## config.mk

```make
export PLATFORM = sky130hd
export DESIGN_NAME = pdga_dist
export DESIGN_NICKNAME = d
export VERILOG_FILES = /design/src/rtl/core/pdga_pkg.sv /design/src/rtl/core/pdga_dist.sv
export SDC_FILE = /design/constraint.sdc
export NUM_CORES = 2
export LEC_CHECK = 0
export BUFFER_PORTS_ARGS = -buffer_cell sky130_fd_sc_hd__buf_2
export CAP_MARGIN = 20
export CORE_ASPECT_RATIO = 0.7
export CORE_MARGIN = 2
export CORE_UTILIZATION = 40
export CTS_CLUSTER_SIZE = 12
export DETAILED_ROUTE_END_ITERATION = 7
export PLACE_DENSITY = 0.61
export SETUP_SLACK_MARGIN = 0.3
export SLEW_MARGIN = 10
export SYNTH_ARGS = -nofsm -noshare
export SYNTH_HDL_FRONTEND = slang
export SYNTH_SLANG_ARGS = --single-unit
```

## constraint.sdc

```tcl
create_clock -name clk -period 11.4 [get_ports clk]
set_clock_uncertainty 0.1 [all_clocks]
set_input_delay 1.14 -clock clk [delete_from_list [all_inputs] [get_ports clk]]
set_output_delay 1.14 -clock clk [all_outputs]
set_load 0.01 [all_outputs]
```

## src/rtl/core/pdga_pkg.sv

```systemverilog
`default_nettype none

package pdga_pkg;

  localparam int unsigned COORD_W    = 15;
  localparam int unsigned RADSQ_W    = 25;
  localparam int unsigned STATUS_W   = 2;
  localparam int unsigned ADDR_OUT_W = 15;
  localparam int unsigned CFG_IDX_W  = 3;
  localparam int unsigned CFG_DATA_W = 25;
  localparam int unsigned SQ_W       = 2 * COORD_W;
  localparam int unsigned SUM_W      = SQ_W + 2;

  localparam logic [STATUS_W-1:0] STATUS_OK      = 2'd0;
  localparam logic [STATUS_W-1:0] STATUS_OUTSIDE = 2'd1;
  localparam logic [STATUS_W-1:0] STATUS_CLOSE   = 2'd2;

  localparam logic [CFG_IDX_W-1:0] REG_EXTENT_X  = 3'd0;
  localparam logic [CFG_IDX_W-1:0] REG_EXTENT_Y  = 3'd1;
  localparam logic [CFG_IDX_W-1:0] REG_EXTENT_Z  = 3'd2;
  localparam logic [CFG_IDX_W-1:0] REG_RADIUS_SQ = 3'd3;

  localparam logic [COORD_W-1:0] EXTENT_RST = 15'h7FFF;
  localparam logic [RADSQ_W-1:0] RADSQ_RST  = 25'd3145728;

  typedef struct packed {
    logic [COORD_W-1:0] z;
    logic [COORD_W-1:0] y;
    logic [COORD_W-1:0] x;
  } point_t;

  typedef struct packed {
    logic   vld;
    point_t pt;
  } entry_t;

  // control from the sequencer to the distance pipe
  typedef struct packed {
    logic clr;
    logic vld;
  } dist_ctl_t;

  localparam int unsigned ENTRY_W = $bits(entry_t);

endpackage

`default_nettype wire

```

## src/rtl/core/pdga_dist.sv

```systemverilog
`default_nettype none

module pdga_dist (
  input  wire logic                               clk,
  input  wire logic                               rst_n,
  input  wire pdga_pkg::dist_ctl_t                ctl,
  input  wire pdga_pkg::entry_t                   rd_entry,
  input  wire pdga_pkg::point_t                   cand,
  input  wire logic [pdga_pkg::RADSQ_W-1:0]       radius_sq,
  output logic                                    too_close
);

  logic [pdga_pkg::COORD_W-1:0] dx, dy, dz;
  logic [pdga_pkg::SQ_W-1:0]    sqx_r, sqy_r, sqz_r;
  logic                         sq_vld_r;
  logic                         sq_vld_nxt;
  logic [pdga_pkg::SUM_W-1:0]   sum;
  logic                         hit;
  logic                         acc_r;
  logic                         acc_nxt;

  always_comb begin
    dx = (rd_entry.pt.x >= cand.x) ? rd_entry.pt.x - cand.x : cand.x - rd_entry.pt.x;
    dy = (rd_entry.pt.y >= cand.y) ? rd_entry.pt.y - cand.y : cand.y - rd_entry.pt.y;
    dz = (rd_entry.pt.z >= cand.z) ? rd_entry.pt.z - cand.z : cand.z - rd_entry.pt.z;
    sq_vld_nxt = ctl.vld & rd_entry.vld;
  end

  // stage 1: squares
  always_ff @(posedge clk) begin
    sqx_r <= pdga_pkg::SQ_W'(dx) * pdga_pkg::SQ_W'(dx);
    sqy_r <= pdga_pkg::SQ_W'(dy) * pdga_pkg::SQ_W'(dy);
    sqz_r <= pdga_pkg::SQ_W'(dz) * pdga_pkg::SQ_W'(dz);
  end

  // stage 2: sum, compare, sticky hit
  always_comb begin
    sum = pdga_pkg::SUM_W'(sqx_r) + pdga_pkg::SUM_W'(sqy_r) + pdga_pkg::SUM_W'(sqz_r);
    hit = sq_vld_r && (sum < pdga_pkg::SUM_W'(radius_sq));
    acc_nxt = ctl.clr ? 1'b0 : (acc_r | hit);
  end

  always_ff @(posedge clk) begin
    if (!rst_n) begin
      sq_vld_r <= 1'b0;
      acc_r    <= 1'b0;
    end else begin
      sq_vld_r <= sq_vld_nxt;
      acc_r    <= acc_nxt;
    end
  end

  assign too_close = acc_r;

endmodule

`default_nettype wire

```

# ---- After elaboration in Yosys (flattened, before gate mapping)
# Index checks and enable logic that the tools add are counted.
dict set report totals {
  reg_bits 92
  latchBits 0
  ram_bits 0
  rom_bits 0
  in_bits 120
  output_inout_bits 1
  wordCells 28
  n_memories 0
}
dict set report op_classes {
  addsub 8
  mul 3
  n_div 0
  n_lt_le_gt_ge 4
  n_eq_ne 0
  n_shift 0
  muxes 3
  bitwise_logic 3
  reduce_logical 2
}
# operator n
set op_table {}
lappend op_table {{multiplier 15 x 15 -> 30 bit} 3}
lappend op_table {{subtractor 15 bit} 6}
lappend op_table {{greater-or-equal comparator 15 bit} 3}
lappend op_table {{two-way mux 15 bit} 3}
lappend op_table {{adder 31 x 30 -> 32 bit} 1}
lappend op_table {{< comparator 32 x 25 -> 1 bit} 1}
lappend op_table {{adder 30 x 30 -> 31 bit} 1}
lappend op_table {{OR reduction 2 bit} 1}
lappend op_table {{AND 1 bit} 1}
lappend op_table {{logical AND 1 bit} 1}
lappend op_table {{NOT 1 bit} 1}
lappend op_table {{bitwise OR 1 bit} 1}

# ---- Longest topological paths before layout
dict set report depth {
  ltp_word 5
  ltp_mapped 39
  depth_no_buf 37
}

# ---- Worst setup path after synthesis
# No wires, ideal clock.
dict set report synth_timing {
  kind {input-to-reg}
  start {in rd_entry[2] in the netlist's numbering}
  end {reg sqx_r[23] in the netlist's numbering}
  setup_time_ns 0.072
  t_arrival_ns 9.134
  required_ns 11.228
  slack_ns 2.093
  path_stages 34
  path_buffers 2
  path_cell_list {inv_1 > ha_1 > buf_2 > o21a_1 > o31a_1 > o41a_1 > o41a_1 > a21boi_4 > buf_4 > mux2i_1 > xor2_1 > clkinv_1 > nor2_1 > fa_1 > inv_1 > fa_1 > inv_1 > fa_1 > inv_1 > fa_1 > inv_1 > fa_1 > inv_1 > fa_1 > inv_1 > ha_1 > a2111oi_2 > o21bai_1 > a2111oi_0 > o21ai_1 > o31ai_1 > o21ai_1 > o41ai_1 > xnor2_1}
}
dict set report synth_via {
  elab_chain_cells 3
  elab_cells_between_ends 5
  classes_between {add/sub: 2; mul: 1; order compare: 1; mux: 1}
}
# element line_no
set synth_rtl {}
lappend synth_rtl {{start, declared} pdga_dist.sv:7} ;# input wire pdga_pkg::entry_t rd_entry,
lappend synth_rtl {{subtractor 15 bit or greater-or-equal comparator 15 bit (tied branches)} pdga_dist.sv:23} ;# dx = (rd_entry.pt.x >= cand.x) ? rd_entry.pt.x - cand.x : cand.x - rd_entry.pt.x;
lappend synth_rtl {{two-way mux 15 bit (*)} pdga_dist.sv:23}
lappend synth_rtl {{multiplier 15 x 15 -> 30 bit (*)} pdga_dist.sv:31} ;# sqx_r <= pdga_pkg::SQ_W'(dx) * pdga_pkg::SQ_W'(dx);
lappend synth_rtl {{end signal, assigned} pdga_dist.sv:31}
lappend synth_rtl {{end, declared} pdga_dist.sv:14} ;# logic [pdga_pkg::SQ_W-1:0] sqx_r, sqy_r, sqz_r;
# Mark *: on every way between the ends. The rest lies on a longest branch, timed or not.
# A chain may end at the register's enable or synchronous reset.

# ---- Worst setup path after layout
dict set report layout_timing {
  start {in rd_entry[1] in the netlist's numbering}
  end {reg sqx_r[23] in the netlist's numbering}
}
# The elaborated chain is that of the path after synthesis.

==> results.md <==
- Worst slew pin tran: 0.762 ns
- Post-synth EDFFs: 0
- Slowest library cell on the worst path: a21boi_4
- Worst path max stage delay: 0.66 ns
- Fmax: between 0.09 and 0.1 GHz
- Post-synthesis cell area: 26800 um2
- Skew-Pair Late Insertion Delay: 0.36 ns
- Core box area: 66300 um2
- Largest net degree at the start of global routing: 24
- Max Cap Viol: 0
- Final setup vio count: 0
- Minimum hold slack: 0.452 ns
- Gr usage total: 18.7%
- Synth Register Bits: roughly 90
- # DRC: 0
- DPL Wire Length: 54900 um
- Vias per cell: 4.93
- Initial DRC count: 1279
- RSZ-0062 raised after global routing: no
- Final Max Tran Viols: 0
- Reg area: 1780 um2
- I/O Buffers: 120
- H-tree levels: 3
- Clk slew on worst S/H paths: 0.07 ns
- Post-route ant nets: 0
- Drt total wl: 61700 um
- Vias in the first global route: 20213
- CP max FO: 23
- CP endpoint kind: flop
- Yosys cell types: 81
- Final GP Congestion: around 0.89
- Synth-to-Final Area Change: 7.64%
- Clock Path Buffers: 2
- CP required: 11.59 ns
- Number of buffers created by CTS: 9
- Sequential fraction of the synthesis area: 6.65%
- FFs w/ async S/R, synth: 0%
- Clk sinks: 89
- CTS tree: done
- Wire length per cell: between 15 and 20 um
- Post-route setup TNS: 0 ns
- Pre-Repair DR Iteration Count: 6
- Syn Area/Cell: 8.73 um2
- Die Ht: ~220 um
- Initial core utilization: between 40% and 50%
- CP dominant cell by count: inv_1
- Status: finished, final reports clean
- Setup CP Type: in2reg
- Slew Limit Headroom: a little under 50%
- Io pins: 121
- Fin crit period: roughly 10 ns
- Ys Warns: 0
- Share of layout cells above drive strength 1: 7.35%
- Root Buffer: clkbuf_16
- Startpoint types: primary input
- Hold Path Depth: 2
- WP data arrival: between 10 and 15 ns
- Synth Instances: 3067
- Worst R2R Path Depth: 21
- Global-route wire length before repair: 105000 um
- Via count: slightly above 20000
- Multi-input gate area: approximately 22000 um2
- Min-delay worst type: reg2reg
- Die area: 69100 um2
- Grt ovf: 0
- # rows: 79
- Die Span X: between 300 and 400 um
- Antenna violations before repair: 0
- Tcrit/Tclk final: 91.5%
- Final hold vios: 0
- Nets: 4157
- Filler cells: 6604
- Ys flop type: dfxtp_1
## layer usage
metal	part of all wire, %	wire [um]	GRT usage (%)
met2	41	25400	27.7
met5	0	0	0
met3	6.0	3710	2.53
met1	52	32200	29.8
met4	0.67	415	1.80
## sequential cells by signal, indices dropped and copies added, names as in the netlist
name and count:
sqy_r 29, sqx_r 29, too_close 1, sqz_r 29
sq_vld_r 1
## layout by cell type (no fill, tap or decap), types with 11 or more instances in the layout
master,n
a211oi_1,11
mux2i_1,19
nor2b_1,29
a21o_1,86
nand2_1,211
dfxtp_1,89
nor2_1,228
ha_1,412
o211ai_1,13
a21oi_1,149
buf_4,41
nor3_1,22
nand4_1,24
fa_1,444
a31oi_1,19
buf_2,120
or2_2,11
xnor2_1,106
o21bai_1,32
nand2b_1,30
o21ai_0,74
mux2_2,11
xor2_1,49
inv_1,740
nand3_1,31
o21a_1,23
## worst max-delay path, delay by kind of cell
kind	cells	cell delay [ns]
adders and majority gates	8	3.47
xor gates and xnor gates	2	0.54
AOI/OAI and AO/OA	12	4.19
buffers and inverters	8	0.78
and+or+nand+nor	3	0.52
## cell families after synthesis
kind of cell    synth area share, %
compound gates                 11.8
simple gates                   10.4
fa+ha+maj                      52.4
xor+xnor                       5.82
other cells                  0.0280
mux                            1.23
flops                          6.65
buf+inv                        11.6
## Yosys cell counts, drive strengths merged, types with 22 or more instances
library cell	count	area, um2
nand2	211	792
clkbuf	30	113
o21ai	83	419
nor2b	29	181
buf	29	174
xnor2	110	1020
xor2	56	543
nand4	24	150
dfxtp	89	1780
nand2b	30	188
fa	444	8890
nor3	22	110
a21oi	149	746
a21o	86	646
nand3	31	155
inv	749	2810
ha	412	5150
o21a	23	173
nor2	230	868
o21bai	32	240
## stage by stage
step                setup WS (ns)  instances  area (um2)  utilization [%]
floorplan                    2.09       3068       26800                -
global placement            0.598       4061       28500             43.0
detailed placement          0.614       4061       28500             43.0
CTS                         0.977       4076       28800             43.5
global route                0.366       4076       28800             43.5
finish                      0.968       4077       28800             43.5
## final timing paths
check,slack [ns],to,from
setup / recovery,0.97,sqx_r[23],rd_entry[1]
hold / removal,0.45,too_close,too_close
setup reg to reg,6.13,too_close,sqx_r[5]
hold reg to reg,0.45,too_close,too_close
## cell type report
cell class	instances	share of cell area, %
Multi-Input combinational cell	2167	75.9
Tap cell	891	3.87
Clock buffer	10	0.829
Clock inverter	5	0.221
Inverter	753	9.81
Sequential cell	89	6.18
Antenna cell	1	0.00868
Timing Repair Buffer	161	3.15
## what timing repair did
action / in CTS / in global routing
hold buffers: 0 / 0
resized for setup: 0 / 1
buffers inserted: 0 / 0
setup endpoints to repair: 0 / 2
Power is left out: the tool's default activity adds up to more than one toggle a clock period on the data nets, which glitch-free logic cannot reach.
